==> config.mk <==
export PLATFORM = sky130hd
export DESIGN_NAME = cas3_core
export DESIGN_NICKNAME = d
export VERILOG_FILES = /design/src/design/contrast_adaptive_sharpen_3x3_assert.svh /design/src/design/cas3_pkg.sv /design/src/design/cas3_div.sv /design/src/design/cas3_core.sv
export SDC_FILE = /design/constraint.sdc
export NUM_CORES = 2
export LEC_CHECK = 0
export ABC_AREA = 1
export BUFFER_PORTS_ARGS = -buffer_cell sky130_fd_sc_hd__buf_4
export CAP_MARGIN = 10
export CELL_PAD_IN_SITES_DETAIL_PLACEMENT = 1
export CELL_PAD_IN_SITES_GLOBAL_PLACEMENT = 1
export CORE_ASPECT_RATIO = 1.25
export CORE_UTILIZATION = 47
export DETAILED_ROUTE_END_ITERATION = 10
export PLACE_DENSITY_LB_ADDON = 0.1
export SETUP_SLACK_MARGIN = 0.3
export SLEW_MARGIN = 5
export SYNTH_ARGS = -nofsm -noshare
export SYNTH_HDL_FRONTEND = slang
export SYNTH_SLANG_ARGS = --single-unit
==> constraint.sdc <==
create_clock -name clk -period 51.4 [get_ports clk]
set_input_delay 2.57 -clock clk [delete_from_list [all_inputs] [get_ports clk]]
set_output_delay 2.57 -clock clk [all_outputs]
set_load 0.01 [all_outputs]
==> src/design/contrast_adaptive_sharpen_3x3_assert.svh <==
// Assertion macros for the contrast adaptive sharpening block.
// Expects clk and arst_n in the scope where a macro is used.
`ifndef CONTRAST_ADAPTIVE_SHARPEN_3X3_ASSERT_SVH
`define CONTRAST_ADAPTIVE_SHARPEN_3X3_ASSERT_SVH

// same-cycle implication
`define CAS3_ASSERT_IMP(lbl, ante, cons, msg) \
	lbl: assert property (@(posedge clk) disable iff (!arst_n) (ante) |-> (cons)) \
		else $error(msg);

// next-cycle implication
`define CAS3_ASSERT_NXT(lbl, ante, cons, msg) \
	lbl: assert property (@(posedge clk) disable iff (!arst_n) (ante) |=> (cons)) \
		else $error(msg);

`endif

==> src/design/cas3_pkg.sv <==
// Shared types and constants of the contrast adaptive sharpening block.
// No dependencies.
package cas3_pkg;
	localparam int PIX_W          = 16;
	localparam int MAX_WIDTH_DEF  = 4096;
	localparam int PIXEL_BITS_DEF = 16;
	localparam int ROW_W          = 12;
	localparam int GEOM_W         = 13;
	localparam int HEIGHT_MAX     = 4096;
	localparam int CFG_W          = 17;
	localparam int IDX_W          = 3;
	localparam int DIV_NW         = 40;
	localparam int DIV_DW         = 21;
	localparam int SQ_W           = 34;
	localparam int SQ_STEPS       = 17;

	localparam logic [IDX_W-1:0] REG_PEAK   = 3'd0;
	localparam logic [IDX_W-1:0] REG_LIMIT  = 3'd1;
	localparam logic [IDX_W-1:0] REG_WEIGHT = 3'd2;
	localparam logic [IDX_W-1:0] REG_WIDTH  = 3'd3;
	localparam logic [IDX_W-1:0] REG_HEIGHT = 3'd4;

	localparam logic [15:0]        PEAK_RST   = 16'd255;
	localparam logic [16:0]        LIMIT_RST  = 17'd510;
	localparam logic signed [16:0] WEIGHT_RST = -17'sd8192;
	localparam logic [GEOM_W-1:0]  WIDTH_RST  = 13'd1920;
	localparam logic [GEOM_W-1:0]  HEIGHT_RST = 13'd1080;

	typedef enum logic [2:0] {
		T_IDLE, T_LOAD, T_START, T_CALC, T_OUT
	} top_state_t;

	typedef enum logic [3:0] {
		C_IDLE, C_RANGE, C_RATIO, C_RDIV, C_SQRT, C_WMUL,
		C_NMUL, C_SIGN, C_TDIV, C_QDIV, C_DONE
	} core_state_t;
endpackage

==> src/design/cas3_div.sv <==
// Restoring serial divider, one quotient bit per cycle.
// Depends on cas3_pkg.
module cas3_div (
	input  logic                        clk,
	input  logic                        arst_n,
	input  logic                        start,
	input  logic [cas3_pkg::DIV_NW-1:0] dividend,
	input  logic [cas3_pkg::DIV_DW-1:0] divisor,
	output logic                        done,
	output logic [cas3_pkg::DIV_NW-1:0] quo
);
	import cas3_pkg::*;

	localparam int CNT_W = $clog2(DIV_NW + 1);

	logic [CNT_W-1:0]  cnt_q;
	logic              busy_q, done_q;
	logic [DIV_NW-1:0] quo_q;
	logic [DIV_DW-1:0] rem_q, dvs_q;
	logic [DIV_DW:0]   rem_sh;
	logic              ge;

	assign rem_sh = {rem_q, quo_q[DIV_NW-1]};
	assign ge     = rem_sh >= {1'b0, dvs_q};

	always_ff @(posedge clk or negedge arst_n) begin
		if (!arst_n) begin
			busy_q <= 1'b0;
			done_q <= 1'b0;
			cnt_q  <= '0;
		end else begin
			done_q <= busy_q && (cnt_q == CNT_W'(1));
			if (start) begin
				busy_q <= 1'b1;
				cnt_q  <= CNT_W'(DIV_NW);
			end else if (busy_q) begin
				cnt_q <= cnt_q - CNT_W'(1);
				if (cnt_q == CNT_W'(1)) begin
					busy_q <= 1'b0;
				end
			end
		end
	end

	always_ff @(posedge clk) begin
		if (start) begin
			quo_q <= dividend;
			rem_q <= '0;
			dvs_q <= divisor;
		end else if (busy_q) begin
			rem_q <= ge ? DIV_DW'(rem_sh - {1'b0, dvs_q}) : rem_sh[DIV_DW-1:0];
			quo_q <= {quo_q[DIV_NW-2:0], ge};
		end
	end

	assign done = done_q;
	assign quo  = quo_q;
endmodule

==> src/design/cas3_core.sv <==
// Sharpening arithmetic for one 3x3 window: soft min/max, ratio, square root,
// weight and the final rounded division. Depends on cas3_pkg and cas3_div.
module cas3_core (
	input  logic                                  clk,
	input  logic                                  arst_n,
	input  logic                                  start,
	input  logic [8:0][cas3_pkg::PIX_W-1:0]       win,
	input  logic [cas3_pkg::PIX_W-1:0]            peak,
	input  logic [16:0]                           limit,
	input  logic signed [16:0]                    weight,
	output logic                                  done,
	output logic [cas3_pkg::PIX_W-1:0]            result
);
	import cas3_pkg::*;

	core_state_t state_q, state_d;

	logic [8:0][PIX_W-1:0]  px_q;
	logic [PIX_W:0]         mn_q, mx_q;
	logic [PIX_W+1:0]       s_q;
	logic [PIX_W-1:0]       e_q;
	logic [SQ_W-1:0]        sq_v_q, sq_res_q, sq_bit_q;
	logic [4:0]             sq_cnt_q;
	logic signed [17:0]     w_q;
	logic signed [37:0]     num_q, nn_q;
	logic signed [19:0]     den_q, dd_q;
	logic [PIX_W-1:0]       res_q;

	// window minima and maxima
	logic [PIX_W-1:0] cmin, cmax, wmin, wmax;
	always_comb begin
		cmin = px_q[4];
		cmax = px_q[4];
		for (int k = 1; k < 9; k += 2) begin
			if (px_q[k] < cmin) cmin = px_q[k];
			if (px_q[k] > cmax) cmax = px_q[k];
		end
		wmin = cmin;
		wmax = cmax;
		for (int k = 0; k < 9; k += 2) begin
			if (px_q[k] < wmin) wmin = px_q[k];
			if (px_q[k] > wmax) wmax = px_q[k];
		end
	end

	logic signed [17:0] lim, lo, mx_s;
	logic               ratio_zero, ratio_full;
	assign mx_s       = $signed({1'b0, mx_q});
	assign lim        = $signed({1'b0, limit}) - mx_s;
	assign lo         = ($signed({1'b0, mn_q}) < lim) ? $signed({1'b0, mn_q}) : lim;
	assign ratio_zero = (mx_q == '0) || (lo <= 18'sd0);
	assign ratio_full = lo >= mx_s;

	logic [SQ_W-1:0] sq_sum;
	logic            sq_ge;
	assign sq_sum = sq_res_q + sq_bit_q;
	assign sq_ge  = sq_v_q >= sq_sum;

	logic [16:0] mag;
	logic [33:0] prod;
	assign mag  = weight[16] ? 17'(-weight) : 17'(weight);
	assign prod = sq_res_q[16:0] * mag;

	logic signed [36:0] ws;
	assign ws = w_q * $signed({1'b0, s_q});

	logic signed [39:0] t;
	assign t = ($signed(40'(nn_q)) <<< 1) + $signed(40'(dd_q));

	logic                div_start, div_done;
	logic [DIV_NW-1:0]   div_nd, div_q;
	logic [DIV_DW-1:0]   div_dv;

	cas3_div u_div (
		.clk      (clk),
		.arst_n   (arst_n),
		.start    (div_start),
		.dividend (div_nd),
		.divisor  (div_dv),
		.done     (div_done),
		.quo      (div_q)
	);

	always_ff @(posedge clk or negedge arst_n) begin
		if (!arst_n) begin
			state_q <= C_IDLE;
		end else begin
			state_q <= state_d;
		end
	end

	always_comb begin
		state_d   = state_q;
		div_start = 1'b0;
		div_nd    = DIV_NW'({mn_q, 16'b0});
		div_dv    = DIV_DW'(mx_q);
		done      = 1'b0;
		unique case (state_q)
			C_IDLE: if (start) state_d = C_RANGE;
			C_RANGE: state_d = C_RATIO;
			C_RATIO: begin
				if (ratio_zero || ratio_full) begin
					state_d = C_SQRT;
				end else begin
					div_start = 1'b1;
					div_nd    = DIV_NW'({lo[16:0], 16'b0});
					state_d   = C_RDIV;
				end
			end
			C_RDIV: if (div_done) state_d = C_SQRT;
			C_SQRT: if (sq_cnt_q == 5'd1) state_d = C_WMUL;
			C_WMUL: state_d = C_NMUL;
			C_NMUL: state_d = C_SIGN;
			C_SIGN: state_d = C_TDIV;
			C_TDIV: begin
				if (dd_q == '0 || t[39]) begin
					state_d = C_DONE;
				end else begin
					div_start = 1'b1;
					div_nd    = t;
					div_dv    = {dd_q[19:0], 1'b0};
					state_d   = C_QDIV;
				end
			end
			C_QDIV: if (div_done) state_d = C_DONE;
			C_DONE: begin
				done    = 1'b1;
				state_d = C_IDLE;
			end
			default: state_d = C_IDLE;
		endcase
	end

	always_ff @(posedge clk) begin
		case (state_q)
			C_IDLE: if (start) px_q <= win;
			C_RANGE: begin
				mn_q <= {1'b0, cmin} + {1'b0, wmin};
				mx_q <= {1'b0, cmax} + {1'b0, wmax};
				s_q  <= 18'(px_q[1]) + 18'(px_q[3]) + 18'(px_q[5]) + 18'(px_q[7]);
				e_q  <= px_q[4];
			end
			C_RATIO: begin
				sq_res_q <= '0;
				sq_bit_q <= SQ_W'(1) << 32;
				sq_cnt_q <= 5'(SQ_STEPS);
				sq_v_q   <= ratio_zero ? '0 : SQ_W'(1) << 32;
			end
			C_RDIV: if (div_done) sq_v_q <= SQ_W'({div_q[16:0], 16'b0});
			C_SQRT: begin
				sq_v_q   <= sq_ge ? sq_v_q - sq_sum : sq_v_q;
				sq_res_q <= sq_ge ? (sq_res_q >> 1) + sq_bit_q : sq_res_q >> 1;
				sq_bit_q <= sq_bit_q >> 2;
				sq_cnt_q <= sq_cnt_q - 5'd1;
			end
			C_WMUL: w_q <= weight[16] ? -$signed({1'b0, prod[32:16]})
				: $signed({1'b0, prod[32:16]});
			C_NMUL: begin
				num_q <= $signed({6'b0, e_q, 16'b0}) + 38'(ws);
				den_q <= 20'sd65536 + (20'(w_q) <<< 2);
			end
			C_SIGN: begin
				nn_q <= den_q[19] ? -num_q : num_q;
				dd_q <= den_q[19] ? -den_q : den_q;
			end
			C_TDIV: begin
				// zero denominator: saturate by the numerator sign
				if (dd_q == '0) begin
					res_q <= (nn_q > 38'sd0) ? peak : '0;
				end else if (t[39]) begin
					res_q <= '0;
				end
			end
			C_QDIV: if (div_done) begin
				res_q <= (div_q > DIV_NW'(peak)) ? peak : div_q[PIX_W-1:0];
			end
			default: ;
		endcase
	end

	assign result = res_q;
endmodule
==> impl_results.md <==
* Status: complete, no violations
* Htree depth at 3
* RSZ-0062 raised after global routing: false
* Endpoints failing setup at 0
* IO buf count at 213
* Ys async rst share at 2.21%
* Core area at 0.127 mm²
* Setup crit start kind: flip-flop
* Setup Crit Path Kind: reg -> reg
* Layout Cell Area excl Fill at 0.0659 mm²
* Seq/Total Area, Yosys at 26.6%
* GRT Overall Usage at 32.2%
* Family with the most delay on the worst path: compound AO/OA/AOI/OAI gates
* Drt initial violations at 2540
* Initial antenna violation count at 2
* Max Clock Freq at 38.5 MHz
* Hold-fix buffers at CTS at 0
* Critical path buffer and inverter count at 6
* Die Area at 0.129 mm²
* Post-synth EDFFs at 509
* Slew @ Worst Pin at 1270 ps
* Detailed Routing Iterations Pass 1 at 5
* Nets at 8658
* Type of the most critical hold path: reg -> reg
* Vias at 49800
* Area of the multi-input gates at 0.0388 mm²
* GRT overflow at 0
* Yosys warns at 0
* Final Hold Viols at 0
* Synth cell types at 58
* Die Height at 402 µm
* Clock-pin slew on the worst setup and hold paths at 60 ps
* Slowest-stage cell, CP: nand2_1
* Fin crit period at 25990 ps
* Area delta synth->final at 9.61%
* Period utilization at 50.6%
* Crit path DAT at 26400 ps
* CP peak stage delay at 890 ps
* I/O Pins at 214
* DP Wirelength at 168000 µm
* Register Area at 0.0160 mm²
* Max cap viols at 0
* Post-Syn Instances at 7040
* Setup Buffers After CTS at 0
* Top FF cell, synth: edfxtp_1
* Post-Route WL at 206000 µm
* Slew margin rel. at 15.1%
* Cell mode on critical path: nand2_1
* CTS Buf Count at 67
* Final Worst Setup Slack at 25410 ps
* Netlist Area Pre-Place at 0.0601 mm²
* Final ANT Viol Nets at 0
* Synth Register Bits at 542
* Remaining DRCs at 0
* Largest net degree at the start of global routing at 145
* Longest Clk Path Bufs at 3
* Root buf cell: clkbuf_16
* Crit-path max FO at 37
* DP Cell Count at 8799
* Worst-Skew Late Latency at 680 ps
* Vias in the first global route at 54300
* Starting Density at 47.4%
* Mean Syn Cell Area at 8.54 µm²
* CTS sink cnt at 542
* Vias/cell at 5.58
* Resized Gates After CTS at 0
* Non-Filler Instances at 8924
* Share of layout cells above drive strength 1 at 6.41%
* Num rows at 146
* DP Worst Slack at 25590 ps
* Skew final at 26.5 ps
* Synth Net Count at 8532
* Setup TNS at 0 ps
* Placed Area at 0.0636 mm²
* Max Slew Vio Count at 0
* WL/cell at 23.1 µm
* Fillers at 15200
* GP Congestion at 0.983
* CTS tree: done
* Horiz. Die Dim at 322 µm
* CP Capture Type: flip-flop
* Worst EP required at 51810 ps
* First-pass GRT wire length at 316000 µm
worst reg2reg max path, delay by kind of cell (launching register included):
kind | cells | cell delay (ps)
simple gates | 32 | 8180
compound gates | 33 | 11810
flops | 1 | 540
buf+inv | 6 | 1710
fa+ha+maj | 10 | 3400
xor+xnor | 1 | 80
metrics by stage:
| stage | hold slack (ps) | util (%) |
|---|---|---|
| finish | 489 | 52.0 |
| global route | 513 | 52.0 |
| CTS | 492 | 52.0 |
| detailed placement | 484 | 50.1 |
| global placement | 476 | 50.1 |
| floorplan | 424 | - |
synthesized netlist by cell type, types with 7 or more instances:
master,n,share of area [%]
fa_1,531,18
and3_1,10,0.10
o41ai_1,21,0.31
a31oi_1,21,0.22
o21bai_1,33,0.41
a22oi_1,16,0.20
dfrtp_1,12,0.50
nand3b_1,15,0.19
o31ai_1,8,0.10
inv_1,1209,7.5
edfxtp_1,509,25
o221ai_1,10,0.15
o21ai_1,13,0.11
nand3_1,200,1.7
xnor2_1,107,1.6
a2111oi_0,10,0.15
nor3_1,66,0.55
buf_1,17,0.11
o21a_1,9,0.11
inv_2,7,0.044
nor4_1,33,0.34
ha_1,764,16
nor2_1,399,2.5
nand2_1,1487,9.3
or2_2,32,0.33
nand4_1,60,0.62
a211oi_1,29,0.36
xor2_1,177,2.6
nand2_2,16,0.17
a21o_1,17,0.21
dfxtp_1,21,0.70
o22ai_1,50,0.52
a21oi_1,389,3.2
clkbuf_1,204,1.3
o21ai_0,472,3.9
cell usage in the layout, fill, tap and decap left out, types with 17 or more instances in the layout:
cell type  Yosys  final
nand2_1     1487   1485
inv_1       1209   1207
ha_1         764    764
fa_1         531    531
edfxtp_1     509    509
o21ai_0      472    471
nor2_1       399    393
a21oi_1      389    389
buf_4          0    278
nand3_1      200    200
xor2_1       177    177
xnor2_1      107    107
clkbuf_16      0     68
nor3_1        66     65
nand4_1       60     60
o22ai_1       50     50
o21bai_1      33     33
nor4_1        33     33
or2_2         32     32
a211oi_1      29     29
a31oi_1       21     21
dfxtp_1       21     21
o41ai_1       21     20
nand2_2       16     18
clkinv_1       5     18
a21o_1        17     17
worst paths after layout:
kind / endpoint / start / cells after the start / slack [ps]
max reg2reg: mn_q[15] / px_q[79] / 82 / 25410
max: mn_q[15] / px_q[79] / 82 / 25410
max in group asynchronous: state_q[2] / arst_n / 1 / 49450
min: u_div.rem_q[10] / u_div.rem_q[10] / 2 / 490
min reg2reg: u_div.rem_q[10] / u_div.rem_q[10] / 2 / 490
min in group asynchronous: u_div.busy_q / arst_n / 1 / 1760
per-layer routing:
| layer | wire [µm] | track usage [%] | part of all wire, % | up-vias |
|---|---|---|---|---|
| li1 | - | - | - | 23300 |
| met3 | 7520 | 3.21 | 3.6 | 407 |
| met1 | 79700 | 36.7 | 39 | 25000 |
| met2 | 106000 | 58.7 | 52 | 1118 |
| met5 | 13 | 0 | 0.0063 | - |
| met4 | 12800 | 17.8 | 6.2 | 2 |
cell families (layout without fill, tap and decap cells):
kind of cell | count (synthesis) | in the layout | synth area share (%)
compound gates | 1133 | 1133 | 10.5
xor+xnor | 284 | 284 | 4.14
fa+ha+maj | 1295 | 1295 | 33.6
buf+inv | 1443 | 1624 | 9.02
flops | 542 | 542 | 26.6
other cells | 0 | 1 | 0
simple gates | 2343 | 2343 | 16.1
flip-flops by register name, indices dropped and copies added, names as in the netlist, 17 cells and up:
| register | cells |
|---|---|
| den_q | 18 |
| s_q | 18 |
| dd_q | 18 |
| u_div.dvs_q | 21 |
| u_div.rem_q | 21 |
| px_q | 144 |
| mn_q | 17 |
| sq_bit_q | 17 |
| u_div.quo | 40 |
| sq_res_q | 34 |
| nn_q | 38 |
| mx_q | 17 |
| num_q | 38 |
| sq_v_q | 34 |
| w_q | 18 |
cell type report:
class                   instances  share of cell area (%)
well taps                    1702                    3.23
flip-flops and latches        542                    24.3
diodes                          1                 0.00380
repair buffers                279                    3.20
multi-input cells            5055                    58.8
inverters                    1221                    6.96
clock inverters                39                   0.744
clock buffers                  85                    2.76
Power is not shown: default switching activity piles up to over one toggle a cycle in this logic, so the estimate is an artifact.
